### src/rtl/tfm_pkg.sv
// ----------------------------------------------------------------------------
// tfm_pkg
// Shared types and constants for the two-channel reciprocal frequency meter.
// ----------------------------------------------------------------------------
package tfm_pkg;

	// Channel count default and state widths
	localparam int NUM_CHANNELS_DEF = 2;
	localparam int CNT_W            = 16;
	localparam int CLK_W            = 32;
	localparam int WEIGHT_W         = 17;

	// Divider operand widths: dividend is 2*clock + period, divisor is 2*period
	localparam int DIVIDEND_W = CLK_W + 2;
	localparam int DIVISOR_W  = CLK_W + 1;
	localparam int DIV_STEPS  = DIVIDEND_W;
	localparam int STEP_W     = $clog2(DIV_STEPS);

	// Register reset values
	localparam logic [CLK_W-1:0]    CLOCK_RATE_RST      = 32'd72000000;
	localparam logic [WEIGHT_W-1:0] OVERFLOW_WEIGHT_RST = 17'd65536;

	// Configuration register indexes
	localparam int                  CFG_IDX_W           = 1;
	localparam logic [CFG_IDX_W-1:0] CFG_CLOCK_RATE      = 1'b0;
	localparam logic [CFG_IDX_W-1:0] CFG_OVERFLOW_WEIGHT = 1'b1;

	// Input commands
	localparam logic CMD_WRAP    = 1'b0;
	localparam logic CMD_CAPTURE = 1'b1;

	typedef enum logic [2:0] {
		ST_IDLE,
		ST_MUL,
		ST_ADD,
		ST_CHK,
		ST_DIV,
		ST_DONE
	} fsm_state_t;

	typedef struct packed {
		logic busy;
		logic done;
	} div_stat_t;

endpackage

### src/rtl/two_channel_frequency_meter.sv
// ----------------------------------------------------------------------------
// two_channel_frequency_meter
// Reciprocal frequency meter: per-channel edge pairs on a shared 16-bit
// counter give a period in ticks and a rounded frequency in hertz.
// ----------------------------------------------------------------------------
// A wrap item or a first edge is taken in the idle state and gives no result.
// The edge that closes a pair runs multiply, add, check, 34 divider steps and
// hand-off to a valid result; a zero period skips the divider.
// While idle, one item per cycle for wraps and first edges; a measurement
// holds off new items until its hand-off is done, also while the output stalls.
// Reset: arst_n clears all channel state and restores the register defaults.
// ----------------------------------------------------------------------------
module two_channel_frequency_meter #(
	parameter int NUM_CHANNELS = tfm_pkg::NUM_CHANNELS_DEF
) (
	input  logic                               clk,
	input  logic                               arst_n,
	// configuration write channel
	input  logic                               cfg_valid,
	output logic                               cfg_ready,
	input  logic [tfm_pkg::CFG_IDX_W-1:0]      cfg_index,
	input  logic [tfm_pkg::CLK_W-1:0]          cfg_data,
	// input items
	input  logic                               in_valid,
	output logic                               in_ready,
	input  logic                               command,
	input  logic                               channel,
	input  logic [tfm_pkg::CNT_W-1:0]          capture_value,
	// result items
	output logic                               out_valid,
	input  logic                               out_ready,
	output logic                               result_channel,
	output logic [tfm_pkg::CLK_W-1:0]          period_ticks,
	output logic [tfm_pkg::CLK_W-1:0]          frequency_hz,
	output logic                               zero_period
);

	localparam int CH_W = (NUM_CHANNELS > 1) ? $clog2(NUM_CHANNELS) : 1;

	// Configuration registers
	logic [tfm_pkg::CLK_W-1:0]    clock_rate_q;
	logic [tfm_pkg::WEIGHT_W-1:0] weight_q;

	// Per-channel state
	logic [NUM_CHANNELS-1:0]      armed_q;
	logic [tfm_pkg::CNT_W-1:0]    first_q [NUM_CHANNELS];
	logic [tfm_pkg::CNT_W-1:0]    wrap_q  [NUM_CHANNELS];

	// Measurement working registers
	logic                         ch_q;
	logic [tfm_pkg::CNT_W-1:0]    cap_q;
	logic [tfm_pkg::CNT_W-1:0]    first_sel_q;
	logic [tfm_pkg::CNT_W-1:0]    wrap_sel_q;
	logic [tfm_pkg::CLK_W-1:0]    prod_q;
	logic [tfm_pkg::CLK_W-1:0]    period_q;
	logic                         zero_q;

	// Output register
	logic                         out_valid_q;
	logic                         res_ch_q;
	logic [tfm_pkg::CLK_W-1:0]    res_period_q;
	logic [tfm_pkg::CLK_W-1:0]    res_freq_q;
	logic                         res_zero_q;

	tfm_pkg::fsm_state_t          state_q;
	tfm_pkg::fsm_state_t          state_d;

	logic [CH_W-1:0]              ch_idx;
	logic                         ch_ok;
	logic                         in_xfer;
	logic                         wrap_evt;
	logic                         cap_evt;
	logic                         second_evt;
	logic                         div_start;
	logic                         out_load;
	logic [tfm_pkg::CLK_W:0]      mul_full;
	logic [tfm_pkg::CLK_W-1:0]    period_d;
	logic [tfm_pkg::DIVIDEND_W-1:0] div_num;
	logic [tfm_pkg::DIVISOR_W-1:0]  div_den;
	logic [tfm_pkg::DIVIDEND_W-1:0] div_quo;
	tfm_pkg::div_stat_t           div_stat;

	// ------------------------------------------------------------------
	// Configuration: always ready; the sender writes only while no item
	// is in flight
	// ------------------------------------------------------------------
	assign cfg_ready = 1'b1;

	always_ff @(posedge clk or negedge arst_n) begin
		if (!arst_n) begin
			clock_rate_q <= tfm_pkg::CLOCK_RATE_RST;
			weight_q     <= tfm_pkg::OVERFLOW_WEIGHT_RST;
		end else if (cfg_valid) begin
			unique case (cfg_index)
				tfm_pkg::CFG_CLOCK_RATE:      clock_rate_q <= cfg_data;
				tfm_pkg::CFG_OVERFLOW_WEIGHT: weight_q     <= cfg_data[tfm_pkg::WEIGHT_W-1:0];
				default: ;
			endcase
		end
	end

	// ------------------------------------------------------------------
	// Input decode
	// ------------------------------------------------------------------
	// Captures on channels beyond the configured count are dropped.
	assign ch_idx     = CH_W'(channel);
	assign ch_ok      = 32'(channel) < 32'(NUM_CHANNELS);
	assign in_xfer    = in_valid && in_ready;
	assign wrap_evt   = in_xfer && (command == tfm_pkg::CMD_WRAP);
	assign cap_evt    = in_xfer && (command == tfm_pkg::CMD_CAPTURE) && ch_ok;
	assign second_evt = cap_evt && armed_q[ch_idx];

	// ------------------------------------------------------------------
	// Channel state: wraps bump every count, any accepted edge on a channel
	// clears its count, edges alternate between first and second.
	// ------------------------------------------------------------------
	always_ff @(posedge clk or negedge arst_n) begin
		if (!arst_n) begin
			armed_q <= '0;
			for (int i = 0; i < NUM_CHANNELS; i++) begin
				first_q[i] <= '0;
				wrap_q[i]  <= '0;
			end
		end else begin
			for (int i = 0; i < NUM_CHANNELS; i++) begin
				if (wrap_evt) begin
					wrap_q[i] <= wrap_q[i] + 1'b1;
				end else if (cap_evt && (ch_idx == CH_W'(i))) begin
					wrap_q[i]  <= '0;
					armed_q[i] <= !armed_q[i];
					if (!armed_q[i]) begin
						first_q[i] <= capture_value;
					end
				end
			end
		end
	end

	// ------------------------------------------------------------------
	// Measurement datapath
	// ------------------------------------------------------------------
	// Snapshot the operands of the edge that closes a pair
	always_ff @(posedge clk) begin
		if (second_evt) begin
			ch_q        <= channel;
			cap_q       <= capture_value;
			first_sel_q <= first_q[ch_idx];
			wrap_sel_q  <= wrap_q[ch_idx];
		end
	end

	// Ticks from wraps, then period modulo 2^32
	assign mul_full = weight_q * wrap_sel_q;
	assign period_d = prod_q + tfm_pkg::CLK_W'(cap_q) - tfm_pkg::CLK_W'(first_sel_q);

	always_ff @(posedge clk) begin
		if (state_q == tfm_pkg::ST_MUL) begin
			prod_q <= mul_full[tfm_pkg::CLK_W-1:0];
		end
		if (state_q == tfm_pkg::ST_ADD) begin
			period_q <= period_d;
		end
		if (state_q == tfm_pkg::ST_CHK) begin
			zero_q <= (period_q == '0);
		end
	end

	// Round half up: (2*clock + period) / (2*period)
	assign div_num = {1'b0, clock_rate_q, 1'b0} + {2'b00, period_q};
	assign div_den = {period_q, 1'b0};

	tfm_div u_div (
		.clk      (clk),
		.arst_n   (arst_n),
		.start    (div_start),
		.dividend (div_num),
		.divisor  (div_den),
		.stat     (div_stat),
		.quotient (div_quo)
	);

	// ------------------------------------------------------------------
	// Sequencer
	// ------------------------------------------------------------------
	always_ff @(posedge clk or negedge arst_n) begin
		if (!arst_n) begin
			state_q <= tfm_pkg::ST_IDLE;
		end else begin
			state_q <= state_d;
		end
	end

	always_comb begin
		state_d = state_q;
		unique case (state_q)
			tfm_pkg::ST_IDLE: begin
				if (second_evt) begin
					state_d = tfm_pkg::ST_MUL;
				end
			end
			tfm_pkg::ST_MUL:  state_d = tfm_pkg::ST_ADD;
			tfm_pkg::ST_ADD:  state_d = tfm_pkg::ST_CHK;
			tfm_pkg::ST_CHK: begin
				// Zero period skips the divider
				state_d = (period_q == '0) ? tfm_pkg::ST_DONE : tfm_pkg::ST_DIV;
			end
			tfm_pkg::ST_DIV: begin
				if (div_stat.done) begin
					state_d = tfm_pkg::ST_DONE;
				end
			end
			tfm_pkg::ST_DONE: begin
				// Hold until the output register is free
				if (!out_valid_q || out_ready) begin
					state_d = tfm_pkg::ST_IDLE;
				end
			end
			default: state_d = tfm_pkg::ST_IDLE;
		endcase
	end

	always_comb begin
		in_ready  = 1'b0;
		div_start = 1'b0;
		out_load  = 1'b0;
		unique case (state_q)
			tfm_pkg::ST_IDLE: in_ready  = 1'b1;
			tfm_pkg::ST_CHK:  div_start = (period_q != '0);
			tfm_pkg::ST_DONE: out_load  = !out_valid_q || out_ready;
			default: ;
		endcase
	end

	// ------------------------------------------------------------------
	// Output register: parts the sequencer from the downstream stall
	// ------------------------------------------------------------------
	always_ff @(posedge clk or negedge arst_n) begin
		if (!arst_n) begin
			out_valid_q <= 1'b0;
		end else if (out_load) begin
			out_valid_q <= 1'b1;
		end else if (out_ready) begin
			out_valid_q <= 1'b0;
		end
	end

	always_ff @(posedge clk) begin
		if (out_load) begin
			res_ch_q     <= ch_q;
			res_period_q <= period_q;
			res_freq_q   <= zero_q ? '0 : div_quo[tfm_pkg::CLK_W-1:0];
			res_zero_q   <= zero_q;
		end
	end

	assign out_valid      = out_valid_q;
	assign result_channel = res_ch_q;
	assign period_ticks   = res_period_q;
	assign frequency_hz   = res_freq_q;
	assign zero_period    = res_zero_q;

	// ------------------------------------------------------------------
	// Assertions
	// ------------------------------------------------------------------
	// The divider never starts on a zero period
	a_div_nonzero: assert property (@(posedge clk) disable iff (!arst_n)
		div_start |-> (period_q != '0))
		else $error("divider started on zero period");

	// Items are taken only while the shared divider is free
	a_in_div_free: assert property (@(posedge clk) disable iff (!arst_n)
		in_xfer |-> !div_stat.busy)
		else $error("input transfer while divider busy");

	// A new result appears only from the hand-off state
	a_out_from_done: assert property (@(posedge clk) disable iff (!arst_n)
		$rose(out_valid_q) |-> $past(state_q == tfm_pkg::ST_DONE))
		else $error("result loaded outside hand-off");

	// A flagged zero period carries frequency zero
	a_zero_freq: assert property (@(posedge clk) disable iff (!arst_n)
		(out_valid_q && res_zero_q) |-> (res_freq_q == '0))
		else $error("zero period with nonzero frequency");

endmodule

### src/rtl/tfm_div.sv
// ----------------------------------------------------------------------------
// tfm_div
// Restoring divider, one quotient bit per cycle, unsigned operands.
// ----------------------------------------------------------------------------
module tfm_div (
	input  logic                                 clk,
	input  logic                                 arst_n,
	input  logic                                 start,
	input  logic [tfm_pkg::DIVIDEND_W-1:0]       dividend,
	input  logic [tfm_pkg::DIVISOR_W-1:0]        divisor,
	output tfm_pkg::div_stat_t                   stat,
	output logic [tfm_pkg::DIVIDEND_W-1:0]       quotient
);

	logic                              busy_q;
	logic [tfm_pkg::STEP_W-1:0]        cnt_q;
	logic [tfm_pkg::DIVISOR_W-1:0]     rem_q;
	logic [tfm_pkg::DIVISOR_W-1:0]     den_q;
	logic [tfm_pkg::DIVIDEND_W-1:0]    quo_q;

	logic [tfm_pkg::DIVISOR_W:0]       trial;
	logic [tfm_pkg::DIVISOR_W:0]       diff;
	logic                              fits;
	logic                              last_step;

	// Bring down the next dividend bit and try the subtraction
	assign trial     = {rem_q, quo_q[tfm_pkg::DIVIDEND_W-1]};
	assign diff      = trial - {1'b0, den_q};
	assign fits      = trial >= {1'b0, den_q};
	assign last_step = busy_q && (cnt_q == tfm_pkg::STEP_W'(tfm_pkg::DIV_STEPS - 1));

	always_ff @(posedge clk or negedge arst_n) begin
		if (!arst_n) begin
			busy_q <= 1'b0;
			cnt_q  <= '0;
		end else if (start) begin
			busy_q <= 1'b1;
			cnt_q  <= '0;
		end else if (busy_q) begin
			cnt_q <= cnt_q + 1'b1;
			if (last_step) begin
				busy_q <= 1'b0;
			end
		end
	end

	always_ff @(posedge clk) begin
		if (start) begin
			rem_q <= '0;
			den_q <= divisor;
			quo_q <= dividend;
		end else if (busy_q) begin
			rem_q <= fits ? diff[tfm_pkg::DIVISOR_W-1:0] : trial[tfm_pkg::DIVISOR_W-1:0];
			quo_q <= {quo_q[tfm_pkg::DIVIDEND_W-2:0], fits};
		end
	end

	assign stat.busy = busy_q;
	assign stat.done = last_step;
	assign quotient  = quo_q;

endmodule

### config.mk
export PLATFORM = sky130hd
export DESIGN_NAME = two_channel_frequency_meter
export DESIGN_NICKNAME = d
export VERILOG_FILES = /design/src/rtl/tfm_pkg.sv /design/src/rtl/two_channel_frequency_meter.sv /design/src/rtl/tfm_div.sv
export SDC_FILE = /design/constraint.sdc
export NUM_CORES = 1
export LEC_CHECK = 0
export ABC_AREA = 1
export BUFFER_PORTS_ARGS = -buffer_cell sky130_fd_sc_hd__clkbuf_2
export CAP_MARGIN = 5
export CORE_MARGIN = 2
export CORE_UTILIZATION = 60
export CTS_BUF_LIST = sky130_fd_sc_hd__clkbuf_4
export DETAILED_ROUTE_END_ITERATION = 16
export MAX_ROUTING_LAYER = met4
export PLACE_DENSITY = 0.84
export SLEW_MARGIN = 20
export SYNTH_ARGS = -nofsm -noshare
export SYNTH_HDL_FRONTEND = slang
export SYNTH_SLANG_ARGS = --single-unit
### constraint.sdc
create_clock -name clk -period 13.7 [get_ports clk]
set_input_delay 2.055 -clock clk [delete_from_list [all_inputs] [get_ports clk]]
set_output_delay 2.055 -clock clk [all_outputs]
set_load 0.02 [all_outputs]
==> impl_metrics.yaml <==
final_layout:
  layout-drive-gt1-share_pct: 9.83
  postLayoutCoreUtil_pct: 65.1
  finalNetCount: 4440
  seq_area_um2: 11200
  multiInputGateArea_um2: 16900
  fillers: 4301
  syn_to_final_growth_pct: 7.82
clock_tree:
  insertion_delay_ns: 0.90
  clkSinkCount: 405
  cts_tree: "built"
  postCtsHoldBufs: 0
  postCtsSetupBuffers: 0
  post_cts_resized: 0
  clockBufferDepth: 3
  cts_root_buffer: "clkbuf_4"
  numCtsBuffers: 103
  cts-htree-levels: 3
  cts.clk_slew.worst_paths_ns: 0.07
route:
  drt.antenna.violating_nets: 0
  detailedRoute.firstIterationViolations: 2364
  wl_per_cell_um: 17.7
  drtPass1Iterations: 8
  drc: 0
  vias_per_cell: 5.42
  routed_wl_mm: 83.8
  vias: 25700
floorplanning:
  ios: 125
  die_w_um: 233
  initial_utilization_pct: 60.4
  die-area_um2: 54400
  core_um2: 52200
  rows: 84
  die_height_um: 233
placement:
  dp_hpwl_mm: 64.6
  post-place-ws_ns: 7.78
  gp_congestion: 0.988
  io_buffers: 123
synthesis:
  yosys_warnings: 0
  synthMuxAreaShare_pct: 0.595
  synth-xor-area-share_pct: 2.33
  seq_area_frac_synth_pct: 35.5
  synth_top_family_by_area: "adder cells"
  synth-compound-area-share_pct: 6.79
  syn_inst: 3842
  yosys.area_share.adder_pct: 22.2
  syn_area_per_cell_um2: 8.21
  yosys.cell_types.count: 55
  synthFlopType: "edfxtp_1"
  synthArstFlopShare_pct: 31.1
  synth_seq_cells: 405
  synth-simple-area-share_pct: 21.4
  netlist_area_um2: 31600
  syn_nets: 4323
  synth_edf_count: 246
grt:
  grt_pass1_wl_mm: 133
  grt-ovfl-total: 0
  track_usage_pct: 32.6
  first_global_vias: 25700
  grt_max_degree: 77
  antenna_found_initial: 1
worst_setup_path:
  endpoint_kind: "register"
  path_max_fanout: 17
  r2r_setup_slack_ns: 7.72
  crit_slowest_cell: "edfxtp_1"
  critPathLaunchType: "register"
  crit_required_ns: 14.30
  critPathKind: "register to register"
  cp.arrival_ns: 6.58
  slowest_delay_ns: 0.82
  crit_chain: "nand2_1, fa_1, inv_1, fa_1, inv_1, fa_1, inv_1, fa_1, fa_1, inv_1, fa_1, inv_1, ha_1, inv_1, o21ai_0, a21boi_0, o21bai_1, nand3_1, nand4_1, nand2_1"
power_and_ir_drop:
  peakVddDrop_uv: 221
  power_density_nw_per_um2: 151
  p_leak_nw: 17.6
timing:
  finalSetupViolCount: 0
  tightest_slew_ns: 1.09
  setup_ws_ns: 7.72
  setup_tns_ns: 0
  fmax_mhz: 167
  fin_crit_sh_pct: 43.7
  slew_viol_final: 0
  clock_skew_ns: 0.0726
  final-hold-violation-count: 0
  rsz0062_at_grt: "false"
  final.min_clock_period_ns: 5.98
  relSlewSlack_pct: 27.3
min_path:
  hold_class: "register to register"
status:
  status: "finished, final reports clean"
flow_run:
  drv_cap: 0
## where the power goes
part           internal (mW)  switching [mW]  leakage, nW
clock                  0.586           0.531        0.849
combinational          0.930            1.63         12.7
sequential              1.42          0.0553         4.05
## routing by layer
layer	wire length (um)	vias to the layer above	global-route usage (%)
li1	-	12200	-
met1	32500	12100	37.7
met2	40700	1065	54.4
met3	5800	296	5.40
met4	4860	0	18.0
met5	0	-	-
## cells in the mapped netlist (8+ instances only)
master    number  share of area, %
o21ai_0      152               2.4
nand4_1       23              0.46
nand3b_1      48               1.1
nand2_1     1079                13
o21a_1         8              0.19
a21o_1        10              0.24
edfxtp_1     246                23
o22ai_1       10              0.20
dfxtp_1       33               2.1
xnor2_1       33              0.92
nor3_1        34              0.54
dfrtp_1      118               9.4
o21ai_2       16              0.44
nand3_1      133               2.1
buf_2         19              0.30
clkbuf_1      86               1.0
ha_1         200               7.9
nand2_2       19              0.38
o21bai_1      14              0.33
fa_1         225                14
nor4_1         9              0.18
inv_1        786               9.4
xor2_1        51               1.4
dfstp_2        8              0.67
a21oi_1      148               2.3
nor2_1       230               2.7
o21ai_1        9              0.14
mux2_2        14              0.50
## cell usage in the layout (no fill, tap or decap), types with 10 or more instances in the layout
cell type / instances
edfxtp_1: 246
o22ai_1: 10
nand4_1: 23
o21ai_0: 151
nand3_1: 133
nor2_1: 228
nand2_1: 1077
nor3_1: 33
nand3b_1: 48
o21ai_2: 16
dfxtp_1: 33
xor2_1: 51
nand2_2: 21
inv_1: 786
clkbuf_2: 122
fa_1: 225
mux2_2: 14
ha_1: 200
clkbuf_4: 158
a21oi_1: 148
o21bai_1: 14
a21o_1: 10
xnor2_1: 33
clkinv_1: 22
dfrtp_1: 118
## path summary, 6_finish.rpt
kind / start / endpoint / cells past startpoint
min: ch_q / result_channel / 0
min reg2reg: ch_q / result_channel / 0
max reg2reg: wrap_sel_q[7] / prod_q[29] / 20
max: wrap_sel_q[7] / prod_q[29] / 20
max in group asynchronous: arst_n / clock_rate_q[7] / 2
min in group asynchronous: arst_n / first_q[13] / 1
## sequential cells by signal (all words and copies together), names as in the netlist, 2 cells and up
name / cells
prod_q: 32
period_q: 32
u_div.quotient: 34
period_ticks: 32
weight_q: 17
clock_rate_q: 32
first_sel_q: 16
state_q: 3
u_div.rem_q: 33
wrap_sel_q: 16
frequency_hz: 32
u_div.den_q: 32
cap_q: 16
wrap_q: 32
u_div.cnt_q: 6
first_q: 32
armed_q: 2
## cells by family (layout without fill, tap and decap cells)
family	after synthesis	in the layout
buffers and inverters	910	1116
and+or+nand+nor	1612	1612
adders and majority gates	425	425
DFF	405	405
AOI/OAI and AO/OA	388	388
muxes	17	17
other	1	2
xor gates and xnor gates	84	84
## per-stage QoR
step / instance area, um2 / std cells / total power, mW / hold slack [ns]
global placement: 32600 / 4542 / 4.00 / 0.403
finish: 34000 / 4737 / 5.15 / 0.439
detailed placement: 32600 / 4542 / 4.02 / 0.422
floorplan: 31600 / 3842 / 3.30 / 0.400
CTS: 34000 / 4736 / 5.16 / 0.439
global route: 34000 / 4737 / 5.57 / 0.449
## worst max-delay path, delay by kind of cell, from the launching register on
kind                       cells  cell delay, ns
and+or+nand+nor                4            0.48
DFF                            1            0.82
adders and majority gates      7            3.36
AOI/OAI and AO/OA              3            0.65
buffers and inverters          6            0.35
## final cells by class
cell class	instances	area share (%)
inverters	792	8.74
multi-input cells	2527	49.6
repair buffers	130	1.97
well taps	688	2.53
diodes	1	0.00736
clock buffers	158	3.49
clock inverters	36	0.699
flip-flops and latches	405	33.0
No activity file was read; power rests on OpenSTA's default activity.
